[config.mk]
export PLATFORM = sky130hd
export DESIGN_NAME = smoothed_zscore_peak_detect_unit
export DESIGN_NICKNAME = d
export VERILOG_FILES = /design/src/hw/rtl/szpd_pkg.sv /design/src/hw/rtl/szpd_ram.sv /design/src/hw/rtl/szpd_mul.sv /design/src/hw/rtl/szpd_ctrl.sv /design/src/hw/rtl/smoothed_zscore_peak_detect_unit.sv
export SDC_FILE = /design/constraint.sdc
export NUM_CORES = 2
export LEC_CHECK = 0
export ABC_AREA = 1
export BUFFER_PORTS_ARGS = -buffer_cell sky130_fd_sc_hd__buf_2
export CAP_MARGIN = 5
export CORE_MARGIN = 10
export CORE_UTILIZATION = 35
export DETAILED_ROUTE_END_ITERATION = 16
export PLACE_DENSITY = 0.5
export SYNTH_ARGS = -nofsm -noshare
export SYNTH_HDL_FRONTEND = slang
export SYNTH_SLANG_ARGS = --single-unit
[constraint.sdc]
create_clock -name clk -period 24.4 [get_ports clk]
set_input_delay 2.44 -clock clk [delete_from_list [all_inputs] [get_ports clk]]
set_output_delay 2.44 -clock clk [all_outputs]
set_load 0.005 [all_outputs]
[src/hw/rtl/szpd_pkg.sv]
// ----------------------------------------------------------------------------
// szpd_pkg: shared types and constants of the smoothed z-score peak detector
// Widths, register indexes, sequencer steps and control bundles.
// ----------------------------------------------------------------------------
package szpd_pkg;

  localparam int SAMPLE_BITS = 16;
  localparam int MAX_WINDOW  = 64;
  localparam int PTR_W       = $clog2(MAX_WINDOW);
  localparam int LEN_W       = PTR_W + 1;
  localparam int SUM_W       = SAMPLE_BITS + PTR_W + 1;      // window sum, signed
  localparam int SMAG_W      = SUM_W - 1;                    // |sum|
  localparam int SQ_W        = 2 * SAMPLE_BITS + PTR_W - 1;  // sum of squares
  localparam int FSQ_W       = 2 * SAMPLE_BITS;              // one squared sample
  localparam int D_W         = SUM_W + 1;                    // L*y - S, signed
  localparam int DMAG_W      = D_W - 1;
  localparam int LHS_W       = 2 * DMAG_W - 1;               // d^2
  localparam int VAR_W       = SQ_W + PTR_W;                 // L*Q - S^2
  localparam int THR_W       = 16;
  localparam int T2_W        = 2 * THR_W;
  localparam int INF_W       = 17;
  localparam int FRAC        = 16;
  localparam int SPLIT       = 24;                           // operand split point
  localparam int VHI_W       = VAR_W - SPLIT;
  localparam int QHI_W       = SQ_W - SPLIT;
  localparam int RHS_W       = T2_W + VAR_W + 1;
  localparam int MA_W        = 32;
  localparam int MB_W        = 24;
  localparam int P_W         = MA_W + MB_W;
  localparam int BP_W        = INF_W + SAMPLE_BITS;          // blend product
  localparam int CFG_W       = 17;
  localparam int IDX_W       = 2;

  localparam logic [LEN_W-1:0] LEN_MIN = LEN_W'(2);
  localparam logic [LEN_W-1:0] LEN_MAX = LEN_W'(MAX_WINDOW);
  localparam logic [LEN_W-1:0] LEN_RST = LEN_W'(32);
  localparam logic [THR_W-1:0] THR_RST = THR_W'(1280);
  localparam logic [INF_W-1:0] INF_RST = '0;
  localparam logic [INF_W-1:0] INF_ONE = INF_W'(65536);

  localparam logic [IDX_W-1:0] REG_WINDOW_LENGTH = IDX_W'(0);
  localparam logic [IDX_W-1:0] REG_THRESHOLD     = IDX_W'(1);
  localparam logic [IDX_W-1:0] REG_INFLUENCE     = IDX_W'(2);

  typedef logic signed [SAMPLE_BITS-1:0] sample_t;

  typedef enum logic [3:0] {
    ST_IDLE,
    ST_LY,    // L*|y|
    ST_TT,    // T*T, form d
    ST_SS,    // S*S
    ST_DD,    // d*d
    ST_QLO,   // L*Q low part
    ST_QHI,   // L*Q high part
    ST_VAR,   // finish variance term
    ST_VLO,   // t2*var low part
    ST_VHI,   // t2*var high part
    ST_CMP,   // finish right-hand side
    ST_FLAG,  // compare, start blend product
    ST_MIX,   // blended value
    ST_SQF,   // filt^2
    ST_SQO,   // old^2, add new sample to sums
    ST_UPD    // retire old sample, commit, hand result over
  } szpd_state_t;

  typedef enum logic [3:0] {
    MOP_NONE,
    MOP_LY,
    MOP_TT,
    MOP_SS,
    MOP_DD,
    MOP_QLO,
    MOP_QHI,
    MOP_VLO,
    MOP_VHI,
    MOP_BLD,
    MOP_SQF,
    MOP_SQO
  } szpd_mop_t;

  typedef struct packed {
    logic start;     // input beat offered
    logic warm;      // window not yet full
    logic hit;       // z-score test passed
    logic out_free;  // output register can take a result
  } szpd_sts_t;

  typedef struct packed {
    szpd_state_t step;
    szpd_mop_t   mop;
    logic        in_ready;
  } szpd_ctl_t;

  typedef struct packed {
    logic [SAMPLE_BITS-1:0] y_mag;
    logic [LEN_W-1:0]       len;
    logic [THR_W-1:0]       thr;
    logic [SMAG_W-1:0]      s_mag;
    logic [DMAG_W-1:0]      d_mag;
    logic [SQ_W-1:0]        q;
    logic [T2_W-1:0]        t2;
    logic [VAR_W-1:0]       variance;
    logic [INF_W-1:0]       w;
    logic [SAMPLE_BITS-1:0] dif_mag;
    logic [SAMPLE_BITS-1:0] filt_mag;
    logic [SAMPLE_BITS-1:0] old_mag;
  } szpd_mul_src_t;

endpackage

[src/hw/rtl/szpd_ram.sv]
// ----------------------------------------------------------------------------
// szpd_ram: generic single-write, single-read RAM
// One write port, one read port with registered read data.
// ----------------------------------------------------------------------------
module szpd_ram #(
  parameter int WIDTH = 16,
  parameter int DEPTH = 64
) (
  input  logic                     clk,
  input  logic                     we,
  input  logic [$clog2(DEPTH)-1:0] waddr,
  input  logic [WIDTH-1:0]         wdata,
  input  logic                     re,
  input  logic [$clog2(DEPTH)-1:0] raddr,
  output logic [WIDTH-1:0]         rdata
);

  logic [WIDTH-1:0] mem_r [DEPTH];
  logic [WIDTH-1:0] rdata_r;

  always_ff @(posedge clk) begin
    if (we) begin
      mem_r[waddr] <= wdata;
    end
    if (re) begin
      rdata_r <= mem_r[raddr];
    end
  end

  assign rdata = rdata_r;

endmodule

[src/hw/rtl/szpd_mul.sv]
// ----------------------------------------------------------------------------
// szpd_mul: shared unsigned multiplier
// Picks two magnitudes by operation code and registers their product.
// ----------------------------------------------------------------------------
module szpd_mul
  import szpd_pkg::*;
(
  input  logic          clk,
  input  szpd_mop_t     mop,
  input  szpd_mul_src_t src,
  output logic [P_W-1:0] prod
);

  logic [MA_W-1:0] a;
  logic [MB_W-1:0] b;
  logic [P_W-1:0]  prod_r;

  always_comb begin
    a = '0;
    b = '0;
    unique case (mop)
      MOP_LY: begin
        a = MA_W'(src.y_mag);
        b = MB_W'(src.len);
      end
      MOP_TT: begin
        a = MA_W'(src.thr);
        b = MB_W'(src.thr);
      end
      MOP_SS: begin
        a = MA_W'(src.s_mag);
        b = MB_W'(src.s_mag);
      end
      MOP_DD: begin
        a = MA_W'(src.d_mag);
        b = MB_W'(src.d_mag);
      end
      MOP_QLO: begin
        a = MA_W'(src.len);
        b = src.q[SPLIT-1:0];
      end
      MOP_QHI: begin
        a = MA_W'(src.len);
        b = MB_W'(src.q[SQ_W-1:SPLIT]);
      end
      MOP_VLO: begin
        a = src.t2;
        b = src.variance[SPLIT-1:0];
      end
      MOP_VHI: begin
        a = src.t2;
        b = MB_W'(src.variance[VAR_W-1:SPLIT]);
      end
      MOP_BLD: begin
        a = MA_W'(src.w);
        b = MB_W'(src.dif_mag);
      end
      MOP_SQF: begin
        a = MA_W'(src.filt_mag);
        b = MB_W'(src.filt_mag);
      end
      MOP_SQO: begin
        a = MA_W'(src.old_mag);
        b = MB_W'(src.old_mag);
      end
      MOP_NONE: begin
        a = '0;
        b = '0;
      end
      default: begin
        a = '0;
        b = '0;
      end
    endcase
  end

  // product holds on idle steps; later steps still read it
  always_ff @(posedge clk) begin
    if (mop != MOP_NONE) begin
      prod_r <= P_W'(a) * P_W'(b);
    end
  end

  assign prod = prod_r;

endmodule

[src/hw/rtl/szpd_ctrl.sv]
// ----------------------------------------------------------------------------
// szpd_ctrl: step sequencer
// Walks one sample through the multiplier schedule and the window update.
// ----------------------------------------------------------------------------
module szpd_ctrl
  import szpd_pkg::*;
(
  input  logic      clk,
  input  logic      rst_n,
  input  szpd_sts_t sts,
  output szpd_ctl_t ctl
);

  szpd_state_t state_r, state_nxt;

  always_ff @(posedge clk) begin
    if (!rst_n) begin
      state_r <= ST_IDLE;
    end else begin
      state_r <= state_nxt;
    end
  end

  always_comb begin
    state_nxt    = state_r;
    ctl.step     = state_r;
    ctl.mop      = MOP_NONE;
    ctl.in_ready = 1'b0;
    unique case (state_r)
      ST_IDLE: begin
        ctl.in_ready = 1'b1;
        if (sts.start) begin
          state_nxt = sts.warm ? ST_SQF : ST_LY;
        end
      end
      ST_LY: begin
        ctl.mop   = MOP_LY;
        state_nxt = ST_TT;
      end
      ST_TT: begin
        ctl.mop   = MOP_TT;
        state_nxt = ST_SS;
      end
      ST_SS: begin
        ctl.mop   = MOP_SS;
        state_nxt = ST_DD;
      end
      ST_DD: begin
        ctl.mop   = MOP_DD;
        state_nxt = ST_QLO;
      end
      ST_QLO: begin
        ctl.mop   = MOP_QLO;
        state_nxt = ST_QHI;
      end
      ST_QHI: begin
        ctl.mop   = MOP_QHI;
        state_nxt = ST_VAR;
      end
      ST_VAR: begin
        state_nxt = ST_VLO;
      end
      ST_VLO: begin
        ctl.mop   = MOP_VLO;
        state_nxt = ST_VHI;
      end
      ST_VHI: begin
        ctl.mop   = MOP_VHI;
        state_nxt = ST_CMP;
      end
      ST_CMP: begin
        state_nxt = ST_FLAG;
      end
      ST_FLAG: begin
        // blend product is issued either way, used only on a hit
        ctl.mop   = MOP_BLD;
        state_nxt = sts.hit ? ST_MIX : ST_SQF;
      end
      ST_MIX: begin
        state_nxt = ST_SQF;
      end
      ST_SQF: begin
        ctl.mop   = MOP_SQF;
        state_nxt = ST_SQO;
      end
      ST_SQO: begin
        ctl.mop   = MOP_SQO;
        state_nxt = ST_UPD;
      end
      ST_UPD: begin
        if (sts.out_free) begin
          state_nxt = ST_IDLE;
        end
      end
      default: begin
        state_nxt = ST_IDLE;
      end
    endcase
  end

endmodule

[src/hw/rtl/smoothed_zscore_peak_detect_unit.sv]
// ----------------------------------------------------------------------------
// smoothed_zscore_peak_detect_unit: smoothed z-score peak detector, top level
// Window state, datapath registers and the result register.
// ----------------------------------------------------------------------------
// Each input beat is one signed sample; each yields one result beat with the
// peak flag (+1 above the band, -1 below, 0 inside), a warming bit while the
// window fills, and the value pushed into the window. The test is
// (L*y - S)^2 * 2^16 > T^2 * (L*Q - S^2), exact, with S and Q the running sum
// and sum of squares of the last L window values. All products go through one
// 32x24 multiplier driven by a step sequencer, so the block takes one sample
// at a time: it takes no new sample until the last one is committed, and a
// tested sample runs more steps than one that only fills the window.
// A finished result waits in the output register while the next sample is
// already being worked on. Writing window_length restarts the window.
// ----------------------------------------------------------------------------
module smoothed_zscore_peak_detect_unit
  import szpd_pkg::*;
(
  input  logic                    clk,
  input  logic                    rst_n,
  input  logic                    in_valid,
  output logic                    in_ready,
  input  logic signed [SAMPLE_BITS-1:0] in_sample,
  output logic                    out_valid,
  input  logic                    out_ready,
  output logic signed [1:0]       out_peak_signal,
  output logic                    out_warming,
  output logic signed [SAMPLE_BITS-1:0] out_filtered_sample,
  input  logic                    cfg_we,
  input  logic [IDX_W-1:0]        cfg_index,
  input  logic [CFG_W-1:0]        cfg_wdata
);

  // configuration
  logic [LEN_W-1:0] len_r, len_nxt;
  logic [THR_W-1:0] thr_r, thr_nxt;
  logic [INF_W-1:0] inf_r, inf_nxt;
  // window state
  logic [PTR_W-1:0] wptr_r, wptr_nxt;
  logic [LEN_W-1:0] seen_r, seen_nxt;
  logic signed [SUM_W-1:0] s_r, s_nxt;
  logic [SQ_W-1:0]  q_r, q_nxt;
  sample_t          lf_r, lf_nxt;
  // per-sample work registers
  sample_t          y_r, y_nxt;
  logic             warm_r, warm_nxt;
  logic             flag_r, flag_nxt;
  sample_t          filt_r, filt_nxt;
  logic signed [D_W-1:0] d_r, d_nxt;
  logic [T2_W-1:0]  t2_r, t2_nxt;
  logic [VAR_W-1:0] s2_r, s2_nxt;
  logic [LHS_W-1:0] lhs_r, lhs_nxt;
  logic [VAR_W-1:0] var_r, var_nxt;
  logic [RHS_W-1:0] rhs_r, rhs_nxt;
  // result register
  logic             out_valid_r, out_valid_nxt;
  logic signed [1:0] out_sig_r, out_sig_nxt;
  logic             out_warm_r, out_warm_nxt;
  sample_t          out_filt_r, out_filt_nxt;

  szpd_ctl_t     ctl;
  szpd_sts_t     sts;
  szpd_mul_src_t src;
  logic [P_W-1:0] prod;
  sample_t       old_s;

  logic accept;
  logic out_free;
  logic full;
  logic commit;
  logic hit;
  logic [LEN_W-1:0] wptr_inc;
  logic [LEN_W-1:0] cfg_len;
  logic signed [D_W-1:0] ly_s;
  logic signed [SAMPLE_BITS:0] dif_s;
  logic signed [BP_W+1:0] bld_s;
  logic signed [BP_W+1:0] rnd_s;
  logic signed [SAMPLE_BITS+1:0] mix_s;

  assign accept   = in_valid & ctl.in_ready;
  assign out_free = !out_valid_r || out_ready;
  assign full     = !warm_r;
  assign commit   = (ctl.step == ST_UPD) && out_free;
  assign hit      = RHS_W'({lhs_r, FRAC'(0)}) > rhs_r;

  assign sts.start    = in_valid;
  assign sts.warm     = seen_r < len_r;
  assign sts.hit      = hit;
  assign sts.out_free = out_free;

  szpd_ctrl u_ctrl (
    .clk   (clk),
    .rst_n (rst_n),
    .sts   (sts),
    .ctl   (ctl)
  );

  // magnitudes for the shared multiplier
  always_comb begin
    dif_s        = {y_r[SAMPLE_BITS-1], y_r} - {lf_r[SAMPLE_BITS-1], lf_r};
    src.y_mag    = y_r[SAMPLE_BITS-1] ? SAMPLE_BITS'(-y_r) : SAMPLE_BITS'(y_r);
    src.len      = len_r;
    src.thr      = thr_r;
    src.s_mag    = s_r[SUM_W-1] ? SMAG_W'(-s_r) : SMAG_W'(s_r);
    src.d_mag    = d_r[D_W-1] ? DMAG_W'(-d_r) : DMAG_W'(d_r);
    src.q        = q_r;
    src.t2       = t2_r;
    src.variance = var_r;
    src.w        = inf_r;
    src.dif_mag  = dif_s[SAMPLE_BITS] ? SAMPLE_BITS'(-dif_s) : SAMPLE_BITS'(dif_s);
    src.filt_mag = filt_r[SAMPLE_BITS-1] ? SAMPLE_BITS'(-filt_r) : SAMPLE_BITS'(filt_r);
    src.old_mag  = old_s[SAMPLE_BITS-1] ? SAMPLE_BITS'(-old_s) : SAMPLE_BITS'(old_s);
  end

  szpd_mul u_mul (
    .clk  (clk),
    .mop  (ctl.mop),
    .src  (src),
    .prod (prod)
  );

  szpd_ram #(
    .WIDTH (SAMPLE_BITS),
    .DEPTH (MAX_WINDOW)
  ) u_ring (
    .clk   (clk),
    .we    (commit),
    .waddr (wptr_r),
    .wdata (filt_r),
    .re    (accept),
    .raddr (wptr_r),
    .rdata (old_s)
  );

  // signed L*y, and the rounded blend lf + (w*(y-lf) + 1/2) >> 16
  always_comb begin
    ly_s  = y_r[SAMPLE_BITS-1] ? -$signed({2'b00, prod[SMAG_W-1:0]})
                               :  $signed({2'b00, prod[SMAG_W-1:0]});
    bld_s = dif_s[SAMPLE_BITS] ? -$signed({2'b00, prod[BP_W-1:0]})
                               :  $signed({2'b00, prod[BP_W-1:0]});
    rnd_s = (bld_s + $signed((BP_W+2)'(1 << (FRAC - 1)))) >>> FRAC;
    mix_s = $signed({{2{lf_r[SAMPLE_BITS-1]}}, lf_r}) + rnd_s[SAMPLE_BITS+1:0];
  end

  always_comb begin
    wptr_inc = LEN_W'(wptr_r) + LEN_W'(1);
    cfg_len  = cfg_wdata[LEN_W-1:0];
    if (cfg_len < LEN_MIN) begin
      cfg_len = LEN_MIN;
    end else if (cfg_len > LEN_MAX) begin
      cfg_len = LEN_MAX;
    end
  end

  always_comb begin
    len_nxt       = len_r;
    thr_nxt       = thr_r;
    inf_nxt       = inf_r;
    wptr_nxt      = wptr_r;
    seen_nxt      = seen_r;
    s_nxt         = s_r;
    q_nxt         = q_r;
    lf_nxt        = lf_r;
    y_nxt         = y_r;
    warm_nxt      = warm_r;
    flag_nxt      = flag_r;
    filt_nxt      = filt_r;
    d_nxt         = d_r;
    t2_nxt        = t2_r;
    s2_nxt        = s2_r;
    lhs_nxt       = lhs_r;
    var_nxt       = var_r;
    rhs_nxt       = rhs_r;
    out_valid_nxt = out_valid_r && !out_ready;
    out_sig_nxt   = out_sig_r;
    out_warm_nxt  = out_warm_r;
    out_filt_nxt  = out_filt_r;

    if (accept) begin
      y_nxt    = in_sample;
      filt_nxt = in_sample;
      warm_nxt = seen_r < len_r;
      flag_nxt = 1'b0;
    end

    unique case (ctl.step)
      ST_TT:   d_nxt   = ly_s - D_W'(s_r);
      ST_SS:   t2_nxt  = prod[T2_W-1:0];
      ST_DD:   s2_nxt  = prod[VAR_W-1:0];
      ST_QLO:  lhs_nxt = prod[LHS_W-1:0];
      // partial values wrap; the finished variance is non-negative
      ST_QHI:  var_nxt = prod[VAR_W-1:0] - s2_r;
      ST_VAR:  var_nxt = var_r + {prod[VHI_W-1:0], SPLIT'(0)};
      ST_VHI:  rhs_nxt = RHS_W'(prod);
      ST_CMP:  rhs_nxt = rhs_r + RHS_W'({prod[T2_W+VHI_W-1:0], SPLIT'(0)});
      ST_FLAG: flag_nxt = hit;
      ST_MIX:  filt_nxt = mix_s[SAMPLE_BITS-1:0];
      ST_SQO: begin
        q_nxt = q_r + SQ_W'(prod[FSQ_W-1:0]);
        s_nxt = s_r + SUM_W'(filt_r);
      end
      ST_UPD: begin
        if (out_free) begin
          if (full) begin
            q_nxt = q_r - SQ_W'(prod[FSQ_W-1:0]);
            s_nxt = s_r - SUM_W'(old_s);
          end else begin
            seen_nxt = seen_r + LEN_W'(1);
          end
          wptr_nxt      = (wptr_inc >= len_r) ? '0 : wptr_inc[PTR_W-1:0];
          lf_nxt        = filt_r;
          out_valid_nxt = 1'b1;
          out_warm_nxt  = warm_r;
          out_filt_nxt  = filt_r;
          if (!flag_r) begin
            out_sig_nxt = 2'sd0;
          end else if (!d_r[D_W-1] && (d_r != '0)) begin
            out_sig_nxt = 2'sd1;
          end else begin
            out_sig_nxt = -2'sd1;
          end
        end
      end
      ST_IDLE, ST_LY, ST_VLO, ST_SQF: begin
      end
      default: begin
      end
    endcase

    if (cfg_we) begin
      priority case (cfg_index)
        REG_WINDOW_LENGTH: begin
          len_nxt  = cfg_len;
          wptr_nxt = '0;
          seen_nxt = '0;
          s_nxt    = '0;
          q_nxt    = '0;
        end
        REG_THRESHOLD: thr_nxt = cfg_wdata[THR_W-1:0];
        REG_INFLUENCE: inf_nxt = (cfg_wdata > CFG_W'(INF_ONE)) ? INF_ONE
                                                                : cfg_wdata[INF_W-1:0];
        default: begin
        end
      endcase
    end
  end

  always_ff @(posedge clk) begin
    if (!rst_n) begin
      len_r       <= LEN_RST;
      thr_r       <= THR_RST;
      inf_r       <= INF_RST;
      wptr_r      <= '0;
      seen_r      <= '0;
      s_r         <= '0;
      q_r         <= '0;
      lf_r        <= '0;
      warm_r      <= 1'b0;
      flag_r      <= 1'b0;
      out_valid_r <= 1'b0;
    end else begin
      len_r       <= len_nxt;
      thr_r       <= thr_nxt;
      inf_r       <= inf_nxt;
      wptr_r      <= wptr_nxt;
      seen_r      <= seen_nxt;
      s_r         <= s_nxt;
      q_r         <= q_nxt;
      lf_r        <= lf_nxt;
      warm_r      <= warm_nxt;
      flag_r      <= flag_nxt;
      out_valid_r <= out_valid_nxt;
    end
  end

  always_ff @(posedge clk) begin
    y_r        <= y_nxt;
    filt_r     <= filt_nxt;
    d_r        <= d_nxt;
    t2_r       <= t2_nxt;
    s2_r       <= s2_nxt;
    lhs_r      <= lhs_nxt;
    var_r      <= var_nxt;
    rhs_r      <= rhs_nxt;
    out_sig_r  <= out_sig_nxt;
    out_warm_r <= out_warm_nxt;
    out_filt_r <= out_filt_nxt;
  end

  assign in_ready            = ctl.in_ready;
  assign out_valid           = out_valid_r;
  assign out_peak_signal     = out_sig_r;
  assign out_warming         = out_warm_r;
  assign out_filtered_sample = out_filt_r;

`ifndef SYNTHESIS
  a_seen_le_len: assert property (@(posedge clk) disable iff (!rst_n)
    seen_r <= len_r)
    else $error("sample count beyond window length");

  a_ptr_in_window: assert property (@(posedge clk) disable iff (!rst_n)
    wptr_r < len_r)
    else $error("write pointer outside window");

  a_var_nonneg: assert property (@(posedge clk) disable iff (!rst_n)
    (ctl.step == ST_VLO) |-> !var_r[VAR_W-1])
    else $error("variance term out of range");

  a_no_flag_warm: assert property (@(posedge clk) disable iff (!rst_n)
    flag_r |-> !warm_r)
    else $error("sample flagged while window warming");
`endif

endmodule
==> out/metrics.cfg <==
[synthesis]
syn_inst = 11100
synth.largest_area_cell = edfxtp_1
ys_types = 75
synth_compound_area_share_pct = 11.3
yosysTopAreaCellShare_pct = 40.6
synth-adder-area-share_pct = 19.1
syn_avg_cell_area_um2 = 9.40
ys_warn_count = 0
synth_seq_area_share_pct = 43.2
synth_top_family_by_area = adder cells
postSynth.asyncResetShare_pct = 0
synth_area_leaders = edfxtp_1 41%, fa_1 13%, nand2_1 7.5%
ys_seq_elements = 1546
synth_edf_count = 1410
synth.net_count = 12300
synthSimpleGateAreaFrac_pct = 16.3
synth_ff_type = edfxtp_1
syn_area_um2 = 104000
synthMuxAreaShare_pct = 0
synth_xor_area_share_pct = 2.17

[final_layout]
post-route-util_pct = 38.9
layout-drive-gt1-share_pct = 6.31
fillerInstances = 29800
final_cells = 15300
seq_area_um2 = 45100
nets = 12400
area_delta_synth_final_pct = 10.6
final_cell_mix = 2,072 x nand2_1, 1,680 x inv_1, 1,410 x edfxtp_1, 1,067 x nor2_1, 668 x fa_1
multiInputGateArea_um2 = 51200
final_common_cell = nand2_1

[pwr]
swShare_pct = 45.6
seqPwrFrac_pct = 30.5
pwr-share-clk_pct = 23.8
p_leak_nw = 47.3
netSwitchingPower_w = 0.00512
p_comb_share_pct = 45.6
power_density_nw_per_um2 = 97.3
power.internal_w = 0.00610
ir_worst_vdd_mv = 0.0866

[drt]
post_drt_wl_per_cell_um = 27.2
dr.pass1.iters = 6
vias = 83600
drc = 0
viasPerCell = 5.48
totalWireLength_um = 415000
ant_nets = 0
first_iter_violations = 9095

[critical_path]
path_max_fanout = 58
required_ps = 24970
cp_slowest_cell = inv_1
worst_setup_path_end_kind = register
cp_top_family = adder cells
cp-start-kind = register
arrival_ps = 12290
path_buf_inv = 10
crit_top_cell = inv_1
cp_slowest_stage_delay_ps = 730
path_class = register to register

[timing]
setup_viol = 0
period_share_pct = 48.1
relSlewSlack_pct = 12.2
rsz0062_at_grt = false
fin_crit_ps = 11730
fmax_mhz = 85.3
hold_viol = 0
finalMaxSlewViolations = 0
tightest_slew_ps = 1310
finClkSkew_ps = 105
fin_tns_setup_ps = 0
worst_slack_ps = 12670

[die]
start_util_pct = 35.1
io_pins = 61
core_area_um2 = 297000
chipWidth_um = 566
die-height_um = 566
core.rowCount = 200
die_area_um2 = 320000

[placed_design]
dp_hpwl_um = 300000
portBuffers = 60
dp.cells = 14900
pre_cts_slack_ps = 12750
gp_congestion = 1.01

[clocking]
cts-htree-levels = 4
cts_buffers = 179
cts-resized-gates = 0
clockBufferDepth = 4
clock_latency_ps = 890
cts_tree = built
clock_sinks = 1546
cts.clk_slew.worst_paths_ps = 60
post_cts_buffers = 0
cts_hold_buf = 0
clock-root-buffer = clkbuf_16

[worst_hold_path]
hold_class = register to register

[global_route]
overflow = 0
antenna_found_initial = 49
grt_start_max_net_pins = 98
grt_first_pass_wirelength_um = 589000
grt_pass1_vias = 82000
grt_use_total_pct = 25.1

[outcome]
status = finished clean

[run]
maxCapViolations = 0

[flip-flops by register name, indices dropped and copies added (netlist names), 17 cells and up]
register and count:
rhs_r 76, lhs_r 45, t2_r 32, var_r 43
s_r 23, u_mul.prod 56, q_r 37, s2_r 43
d_r 24, inf_r 17, u_ring.mem_r 1024
[cell usage after synthesis (30+ instances only)]
master	instances
a21o_1	50
a21oi_1	631
a221oi_1	119
a22o_1	111
a22oi_1	160
a31oi_1	95
buf_1	30
buf_2	94
buf_4	30
clkbuf_1	194
dfxtp_1	136
edfxtp_1	1410
fa_1	668
ha_1	526
inv_1	1684
inv_2	48
nand2_1	2072
nand3_1	431
nand4_1	201
nor2_1	1086
nor3_1	98
o211ai_1	31
o21ai_0	553
o21bai_1	36
or2_2	41
xnor2_1	77
xor2_1	181
[metrics by stage]
stage          area [um2]  power (W)  hold WS, ps
4_1_cts            115000     0.0112          500
5_1_grt            115000     0.0118          529
6_report           115000     0.0112          496
2_1_floorplan      104000    0.00641          408
3_5_place_dp       110000    0.00847          482
3_3_place_gp       110000    0.00847          471
[power groups by stage]
stage	Clock [W]	Sequential [W]	Combinational [W]
after detailed placement	0	0.00347	0.00500
after CTS	0.00272	0.00342	0.00503
after global placement	0	0.00347	0.00500
after global routing	0.00282	0.00343	0.00552
after floorplan	0	0.00347	0.00294
final	0.00268	0.00343	0.00512
[cell families after synthesis]
logic type	after synthesis
flops	1546
simple gates	4059
fa+ha+maj	1194
xor+xnor	258
buf+inv	2102
compound gates	1935
[area by class of cell]
class | instances | area share, %
repair buffers | 266 | 1.64
well taps | 3939 | 4.27
flip-flops and latches | 1546 | 39.1
inverters | 1745 | 5.69
multi-input cells | 7446 | 44.4
diodes | 15 | 0.0326
clock inverters | 80 | 0.761
clock buffers | 229 | 4.13
[path summary, 6_finish.rpt]
| kind | from | to | slack (ps) | depth (start not counted) |
|---|---|---|---|---|
| min | seen_r[0] | seen_r[0] | 500 | 2 |
| max reg2reg | u_ctrl.state_r[0] | u_mul.prod[55] | 12670 | 39 |
| max | u_ctrl.state_r[0] | u_mul.prod[55] | 12670 | 39 |
| min reg2reg | seen_r[0] | seen_r[0] | 500 | 2 |
[layer usage]
| metal | part of all wire [%] | up-vias | GRT usage (%) |
|---|---|---|---|
| met5 | 0.019 | - | 0 |
| met4 | 4.1 | 12 | 9.04 |
| met3 | 7.5 | 693 | 4.07 |
| met2 | 44 | 3495 | 39.1 |
| met1 | 44 | 42000 | 35.3 |
| li1 | - | 37400 | - |
[worst min-delay path, stage by stage (launching register included)]
cell	delay [ps]
dfxtp_1	320
inv_1	70
a21oi_1	60
Note: power is estimated with default switching activity, not from simulation.
